==> src/hdl/ifdc_pkg.sv <==
// ----------------------------------------------------------------------------
// ifdc_pkg
// Shared constants and types of the information frame deframer and checker.
// ----------------------------------------------------------------------------
package ifdc_pkg;

  // Line codes
  localparam logic [7:0] FLAG_BYTE   = 8'd126;
  localparam logic [7:0] ESCAPE_BYTE = 8'd125;
  localparam logic [7:0] CODE_FLAG   = 8'h5E;
  localparam logic [7:0] CODE_ESC    = 8'h5D;

  // Result kinds
  localparam logic [1:0] KIND_PAYLOAD = 2'd0;
  localparam logic [1:0] KIND_ACCEPT  = 2'd1;
  localparam logic [1:0] KIND_REJECT  = 2'd2;

  // Configuration register indexes
  localparam int unsigned CFG_IDX_W = 2;
  localparam logic [CFG_IDX_W-1:0] REG_FRAME_ADDRESS     = 2'd0;
  localparam logic [CFG_IDX_W-1:0] REG_INFO_CONTROL_ZERO = 2'd1;
  localparam logic [CFG_IDX_W-1:0] REG_INFO_CONTROL_ONE  = 2'd2;

  // Configuration reset values
  localparam logic [7:0] FRAME_ADDRESS_RST     = 8'd3;
  localparam logic [7:0] INFO_CONTROL_ZERO_RST = 8'd0;
  localparam logic [7:0] INFO_CONTROL_ONE_RST  = 8'd64;

  typedef struct packed {
    logic [7:0] frame_address;
    logic [7:0] info_control_zero;
    logic [7:0] info_control_one;
  } cfg_t;

  typedef struct packed {
    logic       valid;
    logic [1:0] result_kind;
    logic [7:0] payload_byte;
    logic       ack_sequence;
    logic       frame_end;
  } result_t;

endpackage

==> src/hdl/ifdc_frame_fsm.sv <==
// ----------------------------------------------------------------------------
// ifdc_frame_fsm
// Frame hunt, header check, destuffing and trailer check for one byte a step.
// ----------------------------------------------------------------------------
module ifdc_frame_fsm (
  input  logic            clk_i,
  input  logic            rst_ni,
  input  ifdc_pkg::cfg_t  cfg_i,
  input  logic            step_i,
  input  logic [7:0]      rx_byte_i,
  output ifdc_pkg::result_t res_o,
  output logic            rx_seq_o
);
  import ifdc_pkg::*;

  localparam logic [2:0] PH_HUNT = 3'd0;
  localparam logic [2:0] PH_FLAG = 3'd1;
  localparam logic [2:0] PH_ADDR = 3'd2;
  localparam logic [2:0] PH_CTRL = 3'd3;
  localparam logic [2:0] PH_DATA = 3'd4;

  logic [2:0] phase_q, phase_d;
  logic [7:0] ctrl_q, ctrl_d;
  logic [7:0] held_q, held_d;
  logic       held_vld_q, held_vld_d;
  logic       esc_q, esc_d;
  logic [7:0] check_q, check_d;
  logic       seq_q, seq_d;

  always_comb begin
    phase_d    = phase_q;
    ctrl_d     = ctrl_q;
    held_d     = held_q;
    held_vld_d = held_vld_q;
    esc_d      = esc_q;
    check_d    = check_q;
    seq_d      = seq_q;
    res_o      = '0;
    case (phase_q)
      PH_HUNT: begin
        if (rx_byte_i == FLAG_BYTE) phase_d = PH_FLAG;
      end
      PH_FLAG: begin
        if (rx_byte_i == cfg_i.frame_address) phase_d = PH_ADDR;
        else if (rx_byte_i != FLAG_BYTE) phase_d = PH_HUNT;
      end
      PH_ADDR: begin
        if (rx_byte_i == cfg_i.info_control_zero ||
            rx_byte_i == cfg_i.info_control_one) begin
          ctrl_d  = rx_byte_i;
          phase_d = PH_CTRL;
        end else if (rx_byte_i == FLAG_BYTE) begin
          phase_d = PH_FLAG;
        end else begin
          phase_d = PH_HUNT;
        end
      end
      PH_CTRL: begin
        // header check is tested before the flag
        if (rx_byte_i == (cfg_i.frame_address ^ ctrl_q)) begin
          held_d     = '0;
          held_vld_d = 1'b0;
          esc_d      = 1'b0;
          check_d    = '0;
          phase_d    = PH_DATA;
        end else if (rx_byte_i == FLAG_BYTE) begin
          phase_d = PH_FLAG;
        end else begin
          phase_d = PH_HUNT;
        end
      end
      PH_DATA: begin
        if (esc_q && rx_byte_i == CODE_FLAG) begin
          held_d = FLAG_BYTE;
          esc_d  = (FLAG_BYTE == ESCAPE_BYTE);
        end else if (esc_q && rx_byte_i == CODE_ESC) begin
          held_d = ESCAPE_BYTE;
          esc_d  = 1'b0;
        end else if (rx_byte_i == FLAG_BYTE) begin
          held_d     = '0;
          held_vld_d = 1'b0;
          esc_d      = 1'b0;
          check_d    = '0;
          if (!held_vld_q) begin
            // empty frame: flag opens a new one
            phase_d = PH_FLAG;
          end else begin
            phase_d         = PH_HUNT;
            res_o.valid     = 1'b1;
            res_o.frame_end = 1'b1;
            if (held_q == check_q) begin
              res_o.result_kind  = KIND_ACCEPT;
              res_o.ack_sequence = seq_q;
              seq_d              = ~seq_q;
            end else begin
              res_o.result_kind  = KIND_REJECT;
              res_o.ack_sequence = ~seq_q;
            end
          end
        end else begin
          if (held_vld_q) begin
            res_o.valid        = 1'b1;
            res_o.result_kind  = KIND_PAYLOAD;
            res_o.payload_byte = held_q;
            check_d            = check_q ^ held_q;
          end
          held_d     = rx_byte_i;
          held_vld_d = 1'b1;
          esc_d      = (rx_byte_i == ESCAPE_BYTE);
        end
      end
      default: begin
        phase_d = PH_HUNT;
      end
    endcase
  end

  always_ff @(posedge clk_i or negedge rst_ni) begin
    if (!rst_ni) begin
      phase_q    <= PH_HUNT;
      ctrl_q     <= '0;
      held_q     <= '0;
      held_vld_q <= 1'b0;
      esc_q      <= 1'b0;
      check_q    <= '0;
      seq_q      <= 1'b1;
    end else if (step_i) begin
      phase_q    <= phase_d;
      ctrl_q     <= ctrl_d;
      held_q     <= held_d;
      held_vld_q <= held_vld_d;
      esc_q      <= esc_d;
      check_q    <= check_d;
      seq_q      <= seq_d;
    end
  end

  assign rx_seq_o = seq_q;

endmodule

==> config.mk <==
export PLATFORM = sky130hd
export DESIGN_NAME = ifdc_frame_fsm
export DESIGN_NICKNAME = d
export VERILOG_FILES = /design/src/hdl/ifdc_pkg.sv /design/src/hdl/ifdc_frame_fsm.sv
export SDC_FILE = /design/constraint.sdc
export NUM_CORES = 1
export LEC_CHECK = 0
export BUFFER_PORTS_ARGS = -buffer_cell sky130_fd_sc_hd__buf_2
export CORE_UTILIZATION = 55
export CTS_CLUSTER_SIZE = 25
export DETAILED_ROUTE_END_ITERATION = 6
export PLACE_DENSITY = 0.8
export REMOVE_ABC_BUFFERS = 1
export SLEW_MARGIN = 5
export SYNTH_ARGS = -nofsm -noshare
export SYNTH_HDL_FRONTEND = slang
export SYNTH_SLANG_ARGS = --single-unit
==> constraint.sdc <==
create_clock -name clk_i -period 5.8 [get_ports clk_i]
set_input_delay 1.16 -clock clk_i [delete_from_list [all_inputs] [get_ports clk_i]]
set_output_delay 1.16 -clock clk_i [all_outputs]
set_load 0.01 [all_outputs]
# Yosys cells after proc, flatten, opt, wreduce, memory -nomap -nowiden
# Cells that the tools add are included.
# totals
word_cells,85
out_inout_bits,14
latch_bits,0
mem_bits_rw,0
rom_bits,0
reg_bits,30
input_bits,35
memories,0
# classes
shifts,0
n_div,0
n_mul,0
reduce_logical,11
n_lt_le_gt_ge,0
bitwise_logic,5
n_eq_ne,21
n_addsub,0
n_mux,41
# ops
cell,count
8-bit 2-to-1 mux,9
8-bit == test,5
13-bit 2-to-1 mux,3
"8-bit by 7-bit == test with 1-bit output, second input constant",4
8-bit one-hot mux with 2 select lines,2
3-bit 2-to-1 mux,9
8-bit bitwise XOR,2
3-bit one-hot mux with 5 select lines,1
6-bit AND reduction,2
11-bit 2-to-1 mux,1
1-bit 2-to-1 mux,10
"2-bit != test, second input constant",5
2-bit 2-to-1 mux,4
"8-bit by 7-bit != test with 1-bit output, second input constant",1
7-bit AND reduction,1
"3-bit by 2-bit == test with 1-bit output, second input constant",2
"3-bit != test, second input constant",2
3-bit AND reduction,2
5-bit AND reduction,1
1-bit one-hot mux with 2 select lines,2
"3-bit by 1-bit == test with 1-bit output, second input constant",1
"3-bit == test, second input constant",1
3-bit zero test,1
1-bit inverter,3
3 further kinds,4

# Logic depth before layout (Yosys ltp)
# depth
word_depth,7
mapped_depth,7
depth_no_buf,6

# Worst setup path after synthesis
# No wires, ideal clock.
# synth_path
path_type,in2out
startpoint,in rx_byte_i[7]
endpoint,out res_o[2] (netlist bit)
t_required_ns,4.640
arrival_time_ns,2.393
setup_slack_ns,2.247
path_buffers,1
path_stages,6
cell_sequence,buf_4 > nand2b_4 > nor4_2 > nor2_1 > and3_1 > and2_1
# synth_rtl
item,line_no,text
start: declaration,ifdc_frame_fsm.sv:10,"input logic [7:0] rx_byte_i,"
end: declaration,ifdc_frame_fsm.sv:11,"output ifdc_pkg::result_t res_o,"

==> Implementation_results.wiki <==
{| class="wikitable"
! Metric !! Value
|-
| Outcome || complete, no violations
|-
| Max Freq || 249.6 MHz
|-
| Number of global-route vias before repair || about 1900
|-
| # port buffers || 48
|-
| Startpoint type of the worst setup path || primary input
|-
| Worst hold path stage count || 1
|-
| Wire length of the first global-routing pass || approximately 9000 um
|-
| Net switching power figure || 0.0001342 W
|-
| Ratio of final minimum period to clock period || 0.6908
|-
| Crit path time final || 4.007 ns
|-
| Startpoint of the worst register-to-register path || phase_q[2]
|-
| Internal power || between 0.0003 and 0.0004 W
|-
| Total area of multi-input combinational cells || 0.001413 mm2
|-
| IR Drop Worst-Case VDD || roughly 110 uV
|-
| Class of the worst hold path || reg -> reg
|-
| Antenna violations before repair || 0
|-
| Power share of the sequential group || 0.464
|-
| Number of synthesized register bits || 30
|-
| Worst Reg2Reg Path Length in Cells || 5
|-
| Clock sink count || 30
|-
| Total I/O pin count || a little under 50
|-
| Nets || approximately 300
|-
| Site row count || 23
|-
| Crit end category || output port
|-
| Final hold vios || 0
|-
| Distinct cell type count of the synthesized netlist || 52
|-
| Fill cells || 354
|-
| Leakage component of the power || 1.234 nW
|-
| Total inserted antenna cells || 0
|-
| Placed Instances || about 310
|-
| Mapped Cells || 223
|-
| Number of synthesized flops with an enable pin || 0
|-
| Final Total Pwr || 0.0004889 W
|-
| Area of the core || 0.004000 mm2
|-
| Combinational fraction of design power || 0.175
|-
| Biggest fanout along the worst timing path || 10
|-
| Slew at the pin closest to its max-slew limit || between 0.6 and 0.7 ns
|-
| Proportion of layout cells with a drive suffix above 1 || 0.2996
|-
| Sequential fraction of the synthesis area || 0.3282
|-
| Clock tree from TritonCTS || yes
|-
| Total global-route track usage || 0.2706
|-
| Fraction of synthesized cell area taken by the top area cell type || 0.3168
|-
| Clk network pwr share || 0.360
|-
| Grt total ovfl || 0
|-
| Critical hold path startpoint || rx_seq_o
|-
| GPL Wtd Cong || 0.9753
|-
| Area overhead of the layout relative to synthesis || 13.16%
|-
| TNS Setup || 0 ns
|-
| Residual DRC || 0
|-
| Reg-to-reg critical path endpoint || check_q[6]
|-
| Critical Setup Path Class || in -> out
|-
| Number of synthesis warnings || 0
|-
| CTS H-tree depth || 2
|-
| Drt wl/cell || roughly 17 um
|-
| Final setup viols || 0
|-
| # hold bufs at CTS || 0
|-
| Inserted Clock Buffers || 5
|-
| Worst Hold End || rx_seq_o
|-
| Switching Share || 0.2745
|-
| Initial Utilization || 0.5727
|-
| Headroom to the max-slew limit || 0.5405
|-
| Wire length after detailed routing || 5248 um
|-
| Most used DFF post-synth || dfrtp_1
|-
| CTS max path bufs || 2
|-
| Die Area || 0.004428 mm2
|-
| Worst reg-to-reg setup slack || 3.80 ns
|-
| Die height || 66.54 um
|-
| Total area of sequential cells || roughly 750 um2
|-
| Share of synthesized flip-flops with an asynchronous set or reset || 1.000
|-
| CP Data Required Time || approximately 4.6 ns
|-
| Cell area after technology mapping || 0.002291 mm2
|-
| Max-capacitance violation count || 0
|-
| Number of standard cells in the layout, taps in and fillers out || approximately 320
|-
| Length of the first detailed-routing pass in iterations || 4
|-
| Largest cells by area after synthesis || dfrtp_1, xnor2_1, xnor3_2, mux2_2, xnor3_1
|-
| Number of resized instances in the post-cts repair step || 0
|-
| Routed via count || 1866
|-
| Number of design-rule violations left by the first detailed-router iteration || 69
|-
| Critical path arrival || 2.85 ns
|-
| Clock network latency to the later pin of the worst-skew pair || 0.29 ns
|-
| Detail Placement HPWL || 4016 um
|-
| Per-instance average area after synthesis || 10.27 um2
|-
| RSZ-0062 raised after global routing || false
|-
| Die width || ~67 um
|-
| Final-report max-slew violation count || 0
|-
| Top cell type by total area after synthesis || dfrtp_1
|-
| Power per standard cell area || about 190 mW/mm2
|-
| Root Buffer Master || clkbuf_8
|-
| Post-CTS Setup Repair Bufs || 0
|-
| Maximum number of pins on one net before global-route repair || 31
|-
| Vias per cell || 5.886
|-
| Setup Skew || ~0.0065 ns
|-
| Antenna Nets Post-Route || 0
|-
| Clk slew on worst S/H paths || 0.06 ns
|}
-- cell families after synthesis --
logic type             Yosys count  share of synthesized area
flip-flops                      30                     0.3282
XOR/XNOR                        43                     0.2146
AND/OR/NAND/NOR                 88                     0.2452
AO/OA/AOI/OAI                   33                     0.1174
multiplexers                     8                    0.03932
buffers and inverters           21                    0.05516
-- power by group through the flow --
stage / Sequential (W) / Combinational, W / Clock [W]
CTS: 0.000227 / 0.0000864 / 0.000176
global route: 0.000228 / 0.0000944 / 0.000185
detailed placement: 0.000231 / 0.0000860 / 0
finish: 0.000227 / 0.0000857 / 0.000176
global placement: 0.000230 / 0.0000835 / 0
floorplan: 0.000228 / 0.0000514 / 0
-- through the flow --
stage | hold WS, ns | worst slack [ns] | util | cell area [um2]
6_report | 0.5044 | 1.793 | 0.6481 | 2592
5_1_grt | 0.5289 | 1.650 | 0.6481 | 2592
4_1_cts | 0.5099 | 1.813 | 0.6481 | 2592
3_5_place_dp | 0.4975 | 1.819 | 0.6253 | 2501
3_3_place_gp | 0.4956 | 1.906 | 0.6253 | 2501
2_1_floorplan | 0.4940 | 2.374 | - | 2198
-- layout make-up --
class,count,area share
Multi-Input combinational cell,172,0.5449
Sequential cell,30,0.2901
Timing Repair Buffer,48,0.09266
Clock buffer,7,0.03330
Tap cell,50,0.02413
Inverter,9,0.01303
Clock inverter,1,0.001930
-- layout by cell type (no fill, tap or decap), types with 5 or more instances in the layout --
cell type | Yosys | final
o21ai_0 | 6 | 6
xnor2_1 | 25 | 25
nor2_1 | 8 | 8
and3_1 | 5 | 5
xor2_1 | 10 | 10
inv_1 | 9 | 9
and2_1 | 9 | 9
nor2b_1 | 6 | 6
a221o_1 | 5 | 5
nor3_1 | 10 | 10
clkbuf_8 | 0 | 6
buf_2 | 2 | 48
nor3b_1 | 5 | 5
nand2_1 | 13 | 13
o22a_1 | 5 | 5
mux2_2 | 8 | 8
dfrtp_1 | 29 | 29
nand4_1 | 9 | 9
-- flip-flops by register name, indices dropped and copies added (netlist names) --
name / flops
check_q: 8
rx_seq_o: 1
esc_q: 1
ctrl_q: 8
held_vld_q: 1
phase_q: 3
held_q: 8
-- cells in the mapped netlist, types with 5 or more instances --
master / number
dfrtp_1: 29
xnor2_1: 25
nand2_1: 13
nor3_1: 10
xor2_1: 10
and2_1: 9
inv_1: 9
nand4_1: 9
mux2_2: 8
nor2_1: 8
nor2b_1: 6
o21ai_0: 6
a221o_1: 5
and3_1: 5
nor3b_1: 5
o22a_1: 5
-- worst max-delay path, stage by stage --
cell    delay [ns]
buf_2         0.22
inv_1         0.12
nor4_2        0.44
nor2_1        0.27
and3_1        0.32
and2_1        0.18
buf_2         0.13
-- worst max path at each step --
stage / start / cells past startpoint / to / slack (ns)
final: rx_byte_i[5] / 7 / res_o[2] / 1.79
after global routing: rx_byte_i[5] / 7 / res_o[3] / 1.65
after CTS: rx_byte_i[5] / 7 / res_o[2] / 1.81
after detailed placement: rx_byte_i[5] / 7 / res_o[2] / 1.82
after global placement: rx_byte_i[5] / 7 / res_o[2] / 1.91
after floorplan: rx_byte_i[0] / 5 / res_o[2] / 2.37
-- metal layers --
metal | track usage | vias to the layer above | share of wire
met1 | 0.3388 | 913 | 0.42
li1 | - | 884 | -
met3 | 0.04966 | 17 | 0.040
met2 | 0.4470 | 52 | 0.51
met5 | 0 | - | 0
met4 | 0.1277 | 0 | 0.033
(Power assumes the default switching activity.)
